--- src/design/jet_fifo.sv ---
// small register-based queue used between the pipeline parts
module jet_fifo #(
  parameter int WIDTH = 8,
  parameter int DEPTH = 2
) (
  input  logic             clk_i,
  input  logic             rst_ni,
  input  logic             push_i,
  input  logic [WIDTH-1:0] wdata_i,
  output logic             full_o,
  input  logic             pop_i,
  output logic [WIDTH-1:0] rdata_o,
  output logic             empty_o
);

  localparam int PW = (DEPTH > 1) ? $clog2(DEPTH) : 1;
  localparam int CW = $clog2(DEPTH + 1);

  logic [WIDTH-1:0] mem_q [DEPTH];
  logic [PW-1:0]    wr_q, rd_q;
  logic [CW-1:0]    cnt_q;
  logic             do_push, do_pop;

  assign full_o  = (cnt_q == CW'(DEPTH));
  assign empty_o = (cnt_q == '0);
  assign do_push = push_i & ~full_o;
  assign do_pop  = pop_i & ~empty_o;
  assign rdata_o = mem_q[rd_q];

  always_ff @(posedge clk_i or negedge rst_ni) begin
    if (!rst_ni) begin
      wr_q  <= '0;
      rd_q  <= '0;
      cnt_q <= '0;
    end else begin
      if (do_push) begin
        wr_q <= (wr_q == PW'(DEPTH - 1)) ? '0 : wr_q + PW'(1);
      end
      if (do_pop) begin
        rd_q <= (rd_q == PW'(DEPTH - 1)) ? '0 : rd_q + PW'(1);
      end
      if (do_push && !do_pop) begin
        cnt_q <= cnt_q + CW'(1);
      end else if (do_pop && !do_push) begin
        cnt_q <= cnt_q - CW'(1);
      end
    end
  end

  always_ff @(posedge clk_i) begin
    if (do_push) begin
      mem_q[wr_q] <= wdata_i;
    end
  end

endmodule

--- config.mk ---
export PLATFORM = sky130hd
export DESIGN_NAME = jet_fifo
export DESIGN_NICKNAME = d
export VERILOG_FILES = /design/src/design/jet_fifo.sv
export SDC_FILE = /design/constraint.sdc
export NUM_CORES = 1
export LEC_CHECK = 0
export BUFFER_PORTS_ARGS = -buffer_cell sky130_fd_sc_hd__buf_2
export CORE_MARGIN = 2
export CORE_UTILIZATION = 43
export CTS_BUF_LIST = sky130_fd_sc_hd__clkbuf_8
export DETAILED_ROUTE_END_ITERATION = 16
export GPL_ROUTABILITY_DRIVEN = 0
export PLACE_DENSITY_LB_ADDON = 0.08
export SYNTH_ARGS = -nofsm -noshare
export SYNTH_HDL_FRONTEND = slang
export SYNTH_SLANG_ARGS = --single-unit
--- constraint.sdc ---
create_clock -name clk_i -period 2.68 [get_ports clk_i]
set_clock_uncertainty 0.15 [all_clocks]
set_input_delay 0.536 -clock clk_i [delete_from_list [all_inputs] [get_ports clk_i]]
set_output_delay 0.536 -clock clk_i [all_outputs]
set_load 0.01 [all_outputs]
==> qor.txt <==
sequential cell area fraction in the yosys report = 0.742
Iter 0 DRT Violations = 3
Worst-Margin Slew = 0.731 ns
antenna-violating nets left = 0
boundary pin count = 22
via count = 410
setup_tns = 0 ns
Max VDD drop = 0.561 mV
worst skew pair latency = 0.24 ns
LEAKAGE = 0.407 nW
min-delay src = wdata_i[4]
Int Pwr = 726 uW
switch share = 0.298
Setup-failing EPs final = 0
largest net degree at the start of global routing = 12
Tmin final = 2.03 ns
final hold viol count = 0
number of global-route vias before repair = 390
Worst EP required = 1.99 ns
Max clock buf depth = 2
Mapped Cells = 44
die area = 2180 sq um
CTS tree = built
status = finished clean
drt drc = 0
Max-Cap Viols = 0
Mapped Area = 782 sq um
final worst-path cycle share = 0.758
hold endpoint = mem_q[1][4]
first-pass GRT wire length = 1600 um
Clock Pin Slew Worst Setup and Hold Paths = 0.07 ns
Vias per Instance = 4.36
Clock power frac = 0.211
P per Cell Area = 1060 nW/um^2
syn nets = 57
CP startpoint kind = flop
r2r endpoint = mem_q[0][5]
row count = 15
Synth Register Bits = 20
maximum fanout along the worst path = 9
CP arrival = 1.34 ns
reg2reg setup slack = 0.88 ns
combinational share of power = 0.306
Detailed Place HPWL = 727 um
Initial Util = 0.453
RSZ-0062 raised after global routing = false
Die Wd = 46.6 um
Hold Crit Depth = 1
R2R Path Start = cnt_q[0]
IO buf count = 21
fmax = 493 MHz
setup ws final = 0.650 ns
grt ovf = 0
# nets final = 83
Yosys cell types = 15
Synth-to-Final Area Change = 25.1%
final slew viol count = 0
placed cell areas = 913 sq um
share of power burned in registers = 0.483
WL per Instance = 11.1 um
Setup CP Type = reg -> out
clk sinks = 20
antenna cell count = 0
Register-to-Register Path Depth = 3
CTS buffer count = 3
switching power total = 308 uW
clk root buf = clkbuf_8
total track usage = 0.112
drt total wl = 1040 um
post-route cell area = 978 sq um
pre-CTS setup slack = 0.877 ns
layout cell share with drive strength beyond 1 = 0.420
Ys Warns = 0
fillers = 148
Slew HR = 0.511
min-delay worst type = in -> reg
average size of a mapped cell = 17.8 sq um
H-tree Lvls = 1
Detailed Routing Iterations Pass 1 = 2
initial antenna violation count = 0
DIE HEIGHT = 46.6 um
Core Area = 1730 sq um
Crit. End Element = output port
[synth_stat cells, drive strengths merged]
master  number  area share
and3         1      0.0080
buf          1      0.0064
dfrtp        4        0.13
edfxtp      16        0.61
ha           1       0.016
inv          2      0.0096
mux2         8        0.12
nand2        1      0.0080
nand2b       1      0.0080
nor2         3       0.014
o21ai        1      0.0064
xnor2        3       0.043
xor2         2       0.022
[metal layers]
layer / up-vias / share of wire / track usage
met5: - / 0 / 0
met2: 10 / 0.52 / 0.208
met3: 0 / 0.050 / 0.0353
met4: 0 / 0 / 0.0500
met1: 195 / 0.43 / 0.111
li1: 205 / - / -
[final cells by class]
class | instances | area [sq um] | area share
repair buffers | 22 | 115 | 0.118
well taps | 25 | 31.3 | 0.0320
multi-input cells | 21 | 189 | 0.193
flip-flops and latches | 20 | 581 | 0.593
clock buffers | 4 | 55.1 | 0.0563
inverters | 2 | 7.51 | 0.00767
[repair_timing]
action	4_1_cts	5_1_grt
resized for setup	0	0
setup buffers	0	0
hold buffers	1	0
endpoints found under the hold margin	4	0
[power groups by stage]
stage,Combinational (mW),Clock [mW],Sequential (mW)
after detailed placement,0.318,0,0.509
after global placement,0.319,0,0.507
after global routing,0.351,0.239,0.513
after floorplan,0.245,0,0.473
after CTS,0.322,0.226,0.503
final,0.316,0.218,0.499
[per-stage QoR]
stage	utilization	hold WS, ns	power, mW	std cells
global placement	0.529	0.201	0.825	89
detailed placement	0.529	0.197	0.827	89
CTS	0.567	0.318	1.05	94
finish	0.567	0.323	1.03	94
floorplan	-	0.0904	0.719	44
global route	0.567	0.314	1.10	94
[cells by family after synthesis]
| group | count (synthesis) | share of synthesized area |
|---|---|---|
| DFF | 20 | 0.742 |
| and+or+nand+nor | 6 | 0.0384 |
| buffers and inverters | 3 | 0.0160 |
| xor gates and xnor gates | 5 | 0.0656 |
| adders and majority gates | 1 | 0.0160 |
| muxes | 8 | 0.115 |
| AOI/OAI and AO/OA | 1 | 0.00639 |
[cells in the final DEF, fill, tap and decap left out]
cell | netlist | layout
dlygate4sd3_1 | 0 | 1
clkbuf_8 | 0 | 4
nor2_1 | 3 | 3
inv_1 | 2 | 2
nand2_2 | 1 | 1
and3_1 | 1 | 1
nand2b_1 | 1 | 1
buf_2 | 1 | 21
dfrtp_1 | 4 | 4
mux2_2 | 2 | 2
xnor2_2 | 1 | 1
ha_1 | 1 | 1
edfxtp_1 | 16 | 16
mux2_1 | 6 | 6
xnor2_1 | 2 | 2
o21ai_1 | 1 | 1
xor2_1 | 2 | 2
[worst max-delay path by stage]
stage	slack, ns	from	to
final	0.65	rd_q	rdata_o[7]
after global routing	0.57	rd_q	rdata_o[7]
after CTS	0.61	rd_q	rdata_o[7]
after detailed placement	0.88	push_i	mem_q[0][6]
after global placement	0.90	rd_q	rdata_o[7]
after floorplan	1.13	rd_q	rdata_o[0]
[worst max-delay path, stage by stage (launching register included)]
cell and delay [ns]:
dfrtp_1 0.57, mux2_2 0.39, buf_2 0.14
[sequential cells by signal (all words and copies together), names as in the netlist]
| signal | flops |
|---|---|
| rd_q | 1 |
| cnt_q | 2 |
| mem_q | 16 |
| wr_q | 1 |
(Power assumes the default switching activity.)
