## src/design/jet_pkg.sv

```systemverilog
// shared types, constants and saturation helper for the julia escape-time engine
package jet_pkg;

  localparam int WIDTH_PIX_DEF  = 1024;
  localparam int HEIGHT_PIX_DEF = 1024;
  localparam int MAX_ITER_DEF   = 255;

  localparam int MID_DEPTH = 2;
  localparam int OUT_DEPTH = 2;

  // 2.0 in q4.28, held wide for the start point sums
  localparam logic signed [39:0] Q_TWO = 40'sd536870912;

  localparam logic signed [30:0] C_REAL_RST = 31'sd0;
  localparam logic signed [30:0] C_IMAG_RST = -31'sd268435456;
  localparam logic signed [31:0] OFF_RST    = 32'sd0;
  localparam logic        [31:0] ZOOM_RST   = 32'h1000_0000;

  typedef struct packed {
    logic [9:0] pixel_x;
    logic [9:0] pixel_y;
  } pix_t;

  typedef struct packed {
    logic [9:0] out_pixel_x;
    logic [9:0] out_pixel_y;
    logic [8:0] iter_count;
  } res_t;

  // start point handed from the mapper to the iterator
  typedef struct packed {
    logic [9:0]         pixel_x;
    logic [9:0]         pixel_y;
    logic signed [31:0] z_real;
    logic signed [31:0] z_imag;
  } task_t;

  function automatic logic signed [31:0] sat32(input logic signed [39:0] v);
    logic signed [31:0] r;
    if (v > 40'sh007FFFFFFF) begin
      r = 32'sh7FFFFFFF;
    end else if (v < 40'shFF80000000) begin
      r = 32'sh80000000;
    end else begin
      r = v[31:0];
    end
    return r;
  endfunction

endpackage

```

## src/design/jet_front.sv

```systemverilog
// front end: maps a pixel to its start point with a shared multiplier and reciprocal divider
module jet_front #(
  parameter int WIDTH_PIX  = jet_pkg::WIDTH_PIX_DEF,
  parameter int HEIGHT_PIX = jet_pkg::HEIGHT_PIX_DEF
) (
  input  logic                clk_i,
  input  logic                rst_ni,
  input  logic                push_i,
  output logic                full_o,
  input  jet_pkg::pix_t       pix_i,
  input  logic signed [31:0]  off_h_i,
  input  logic signed [31:0]  off_v_i,
  input  logic        [31:0]  zoom_i,
  output jet_pkg::task_t      task_o,
  output logic                task_push_o,
  input  logic                task_full_i
);

  localparam int SizeMax = (WIDTH_PIX > HEIGHT_PIX) ? WIDTH_PIX : HEIGHT_PIX;
  localparam int SW      = $clog2(SizeMax + 1);
  localparam int QW      = 34;
  localparam logic [SW-1:0] SizeX  = SW'(WIDTH_PIX);
  localparam logic [SW-1:0] SizeY  = SW'(HEIGHT_PIX);
  // floor(2^32 / size), fits 32 bits since size is at least two
  localparam logic [31:0]   RecipX = 32'((64'd1 << 32) / 64'(WIDTH_PIX));
  localparam logic [31:0]   RecipY = 32'((64'd1 << 32) / 64'(HEIGHT_PIX));

  typedef enum logic [3:0] {
    S_IDLE, S_PREP, S_MUL_HI, S_MUL_LO, S_DIV_INIT, S_RECIP, S_REM, S_ADJ, S_FIN, S_PUSH
  } state_e;

  state_e             state_q;
  logic               axis_q;
  jet_pkg::pix_t      pix_q;
  logic               neg_q;
  logic        [31:0] mag_q;
  logic        [63:0] prod_q;
  logic               sat_q;
  logic               step_q;
  logic        [31:0] x_q, qe_q, r_q;
  logic        [13:0] q1_q;
  logic      [QW-1:0] quo_q;
  logic signed [31:0] zr_q, zi_q;

  logic        [9:0]  pos_w;
  logic        [31:0] off_w;
  logic        [33:0] p_w, mag_w;
  logic        [15:0] zsel_w;
  logic        [47:0] mult_w;
  logic      [SW-1:0] size_w;
  logic        [31:0] recip_w;
  logic        [63:0] recip_prod_w;
  logic     [31+SW:0] bprod_w;
  logic               ge_w, big_w;
  logic        [31:0] radj_w, qfix_w;
  logic      [QW:0]   qe_w;
  logic signed [QW+1:0] sq_w;
  logic signed [39:0] coord_w;

  assign pos_w  = axis_q ? pix_q.pixel_y : pix_q.pixel_x;
  assign off_w  = axis_q ? off_v_i : off_h_i;
  // q16.16 pixel position plus offset, two's complement
  assign p_w    = {8'd0, pos_w, 16'd0} + {{2{off_w[31]}}, off_w};
  assign mag_w  = p_w[33] ? (34'd0 - p_w) : p_w;

  assign zsel_w = (state_q == S_MUL_HI) ? zoom_i[31:16] : zoom_i[15:0];
  assign mult_w = mag_q * zsel_w;

  assign size_w  = axis_q ? SizeY : SizeX;
  assign recip_w = axis_q ? RecipY : RecipX;
  // quotient estimate is exact or one low, the remainder step fixes it
  assign recip_prod_w = x_q * recip_w;
  assign bprod_w      = qe_q * size_w;
  assign ge_w         = (r_q >= 32'(size_w));
  assign radj_w       = ge_w ? (r_q - 32'(size_w)) : r_q;
  assign qfix_w       = qe_q + 32'(ge_w);
  // quotient would not fit: the coordinate saturates either way
  assign big_w  = (prod_q[63:48] >= 16'(size_w));

  assign qe_w    = sat_q ? {1'b1, QW'(0)} : {1'b0, quo_q};
  assign sq_w    = neg_q ? -$signed({1'b0, qe_w}) : $signed({1'b0, qe_w});
  assign coord_w = axis_q ? (jet_pkg::Q_TWO - 40'(sq_w)) : (40'(sq_w) - jet_pkg::Q_TWO);

  assign full_o      = (state_q != S_IDLE);
  assign task_push_o = (state_q == S_PUSH) && !task_full_i;

  always_comb begin
    task_o.pixel_x = pix_q.pixel_x;
    task_o.pixel_y = pix_q.pixel_y;
    task_o.z_real  = zr_q;
    task_o.z_imag  = zi_q;
  end

  always_ff @(posedge clk_i or negedge rst_ni) begin
    if (!rst_ni) begin
      state_q <= S_IDLE;
      axis_q  <= 1'b0;
      pix_q   <= '0;
      neg_q   <= 1'b0;
      mag_q   <= '0;
      prod_q  <= '0;
      sat_q   <= 1'b0;
      step_q  <= 1'b0;
      x_q     <= '0;
      qe_q    <= '0;
      r_q     <= '0;
      q1_q    <= '0;
      quo_q   <= '0;
      zr_q    <= '0;
      zi_q    <= '0;
    end else begin
      unique case (state_q)
        S_IDLE: begin
          if (push_i) begin
            pix_q   <= pix_i;
            axis_q  <= 1'b0;
            state_q <= S_PREP;
          end
        end
        S_PREP: begin
          neg_q   <= p_w[33];
          mag_q   <= mag_w[31:0];
          state_q <= S_MUL_HI;
        end
        S_MUL_HI: begin
          prod_q  <= {mult_w, 16'd0};
          state_q <= S_MUL_LO;
        end
        S_MUL_LO: begin
          prod_q  <= prod_q + 64'(mult_w);
          state_q <= S_DIV_INIT;
        end
        S_DIV_INIT: begin
          // high chunk of product / 2^14, below size * 2^14 when not saturating
          sat_q   <= big_w;
          x_q     <= 32'(prod_q[63:34]);
          step_q  <= 1'b0;
          state_q <= big_w ? S_FIN : S_RECIP;
        end
        S_RECIP: begin
          qe_q    <= recip_prod_w[63:32];
          state_q <= S_REM;
        end
        S_REM: begin
          r_q     <= x_q - bprod_w[31:0];
          state_q <= S_ADJ;
        end
        S_ADJ: begin
          if (!step_q) begin
            // remainder of the high chunk carries into the low 20 bits
            q1_q    <= qfix_w[13:0];
            x_q     <= {radj_w[11:0], prod_q[33:14]};
            step_q  <= 1'b1;
            state_q <= S_RECIP;
          end else begin
            quo_q   <= {q1_q, qfix_w[19:0]};
            state_q <= S_FIN;
          end
        end
        S_FIN: begin
          if (axis_q) begin
            zi_q    <= jet_pkg::sat32(coord_w);
            state_q <= S_PUSH;
          end else begin
            zr_q    <= jet_pkg::sat32(coord_w);
            axis_q  <= 1'b1;
            state_q <= S_PREP;
          end
        end
        S_PUSH: begin
          if (!task_full_i) begin
            state_q <= S_IDLE;
          end
        end
        default: state_q <= S_IDLE;
      endcase
    end
  end

endmodule

```

## config.mk

```make
export PLATFORM = sky130hd
export DESIGN_NAME = jet_front
export DESIGN_NICKNAME = d
export VERILOG_FILES = /design/src/design/jet_pkg.sv /design/src/design/jet_front.sv
export SDC_FILE = /design/constraint.sdc
export NUM_CORES = 2
export LEC_CHECK = 0
export BUFFER_PORTS_ARGS = -buffer_cell sky130_fd_sc_hd__buf_2
export CAP_MARGIN = 5
export CORE_AREA = 2 2 245 247
export CTS_CLUSTER_DIAMETER = 40
export DETAILED_ROUTE_END_ITERATION = 16
export DIE_AREA = 0 0 247 249
export PLACE_DENSITY_LB_ADDON = 0.2
export SKIP_CTS_REPAIR_TIMING = 1
export SYNTH_ARGS = -nofsm -noshare
export SYNTH_HDL_FRONTEND = slang
export SYNTH_SLANG_ARGS = --single-unit
```

## constraint.sdc

```tcl
create_clock -name clk_i -period 15.6 [get_ports clk_i]
set_clock_uncertainty 0.15 [all_clocks]
set_input_delay 2.34 -clock clk_i [delete_from_list [all_inputs] [get_ports clk_i]]
set_output_delay 2.34 -clock clk_i [all_outputs]
set_load 0.01 [all_outputs]
```

==> impl_metrics.yaml <==
timing:
  rsz0062_at_grt: "false"
  setup-violations-final: 0
  slew_viol_final: 0
  tns_ns: 0
  final.period_utilization_pct: 78.7
  relSlewSlack_pct: 21.6
  max_slew.worst_pin.slew_ns: 1.16
  fmax_mhz: 81.5
  timing_hold_violations_final: 0
  whs_ns: 0.326
  period_needed_ns: 12.27
  worst_slack_ns: 3.33
clocking:
  cts_tree: "done"
  cts_max_path_buffers: 3
  path_clk_slew_ns: 0.06
  htree_levels: 2
  clockRootBuffer: "clkbuf_16"
  clkLatencyLatePin_ns: 0.62
  cts_buffers: 49
  cts_num_sinks: 322
yosys:
  syn-mean-instance-area_sq_um: 8.61
  syn_inst: 4353
  synth_common_cells: "nand2_1, inv_1, fa_1, dfrtp_1, o21ai_0"
  synth_top_area_share_pct: 22.5
  synth_ff_type: "dfrtp_1"
  synth.most_common_cell: "nand2_1"
  async_flop_share_pct: 100
  yosysWarningCount: 0
  ys_ff_latch: 322
  synth_edf_count: 0
  synth_largest_area_cell: "fa_1"
  seq_area_frac_synth_pct: 21.5
  netlist_area_sq_um: 37500
  synth_cell_types: 89
  synth_area_leaders: "fa_1, dfrtp_1, ha_1"
  synth_nets: 5106
die:
  die_x_microns: 247
  initial_core_util_pct: 63.9
  ioPinCount: 206
  die_h_microns: 249
  fp-row-count: 89
  core_sq_um: 58700
  die_area_sq_um: 61500
min_path:
  hold_path_class: "flop to flop"
  hold_path_depth: 2
  worstHoldEndpoint: "zi_q[22]$_DFFE_PN0P_"
  hp-start: "zi_q[22]$_DFFE_PN0P_"
final_layout:
  fin_nets: 5164
  drive_gt1_share_pct: 10.4
  seq_area_sq_um: 8060
  multi_input_area_sq_um: 26500
  finalNonFillerCells: 5229
  syn2layout_area_growth_pct: 8.45
  fillers: 4673
global_route:
  antenna_found_initial: 6
  grt_usage_pct: 33.9
  grt_start_max_net_pins: 110
  grt_pass1_vias: 31025
  grt_overflow_total: 0
  grt_pass1_wl_microns: 166000
setup_path:
  r2r_cells: 40
  crit_top_cell: "fa_1"
  timing.rr.end: "prod_q[62]$_DFFE_PN0P_"
  reg2reg_slack_ns: 3.46
  cpPeakStageDelay_ns: 0.59
  critical_path_required_ns: 15.96
  startpoint_type: "input port"
  cp-end-kind: "flop"
  path_max_fanout: 11
  critical_path_class: "input port to flop"
  crit_arrival_ns: 12.63
  r2r_start: "state_q[3]$_DFFE_PN0P_"
  slowest_stage: "a311oi_1"
place:
  dpl.cell_count: 5133
  place.gp.congestion: 0.927
  port_buffers: 205
  post-dp-hpwl_microns: 78200
  place_ws_ns: 2.93
detailed_routing:
  drcViolationCount: 0
  dr_total_vias: 31339
  finalWirelength_microns: 102000
  wl_per_cell_microns: 19.6
  via_per_inst: 5.99
  ant_nets: 0
  drt_iter0_markers: 2640
  drtPass1Iterations: 5
flow_run:
  drv_cap: 0
run_status:
  status: "finished, final reports clean"
placed cells by master, fill, tap and decap left out, drive strengths merged, types with 94 or more instances in the layout:
cell,n
nand2,676
inv,542
fa,421
dfrtp,322
o21ai,260
buf,244
a21oi,226
ha,212
nor2,200
and2,192
xnor2,123
a21o,94
layout make-up:
class	instances	area share, %
Timing Repair Buffer	244	3.27
Sequential cell	322	19.8
Antenna cell	4	0.0246
Tap cell	773	2.38
Clock buffer	62	3.26
Clock inverter	30	1.02
Inverter	536	4.95
Multi-Input combinational cell	3258	65.3
metrics by stage:
stage	instance area [sq um]	util [%]
after global placement	38900	66.3
after detailed placement	38900	66.3
after floorplan	37500	-
after global routing	40600	69.3
after CTS	40600	69.2
final	40600	69.3
worst max-delay path by stage:
stage	start	endpoint	slack (ns)	depth (start not counted)
finish	zoom_i[4]	prod_q[62]$_DFFE_PN0P_	3.33	36
floorplan	zoom_i[6]	prod_q[62]$_DFFE_PN0P_	4.19	37
global route	state_q[3]$_DFFE_PN0P_	prod_q[62]$_DFFE_PN0P_	2.74	42
CTS	zoom_i[4]	prod_q[62]$_DFFE_PN0P_	3.51	36
global placement	zoom_i[4]	prod_q[62]$_DFFE_PN0P_	2.89	36
detailed placement	zoom_i[4]	prod_q[62]$_DFFE_PN0P_	2.93	36
logic make-up (layout without fill, tap and decap cells):
kind of cell / after synthesis / count (layout) / synth area share (%)
buf+inv: 773 / 872 / 7.81
xor+xnor: 196 / 196 / 4.58
simple gates: 1415 / 1415 / 17.6
fa+ha+maj: 633 / 633 / 29.6
other cells: 0 / 4 / 0
flops: 322 / 322 / 21.5
compound gates: 849 / 849 / 14.2
mux: 165 / 165 / 4.72
flip-flops by register name (all words and copies together) (netlist names):
name	cells
axis_q	1
mag_q	32
neg_q	1
prod_q	64
q1_q	14
qe_q	22
quo_q	34
r_q	32
sat_q	1
state_q	4
step_q	1
task_o	20
x_q	32
zi_q	32
zr_q	32
worst max-delay path, delay by kind of cell:
kind,cells,cell delay [ns]
xor+xnor,1,0.27
fa+ha+maj,8,3.79
compound gates,13,4.00
buf+inv,6,0.53
simple gates,8,1.65
per-layer routing:
layer / share of wire [%] / routed length, microns / vias to the layer above / GRT usage [%]
met5: 0.013 / 13 / - / 0
met4: 2.8 / 2820 / 2 / 9.98
met3: 8.7 / 8920 / 190 / 6.26
met2: 46 / 47400 / 1289 / 53.4
met1: 42 / 43200 / 15427 / 48.1
li1: - / - / 14431 / -
Power is left out: the tool's default activity adds up to more than one toggle a clock period on the data nets, which glitch-free logic cannot reach.
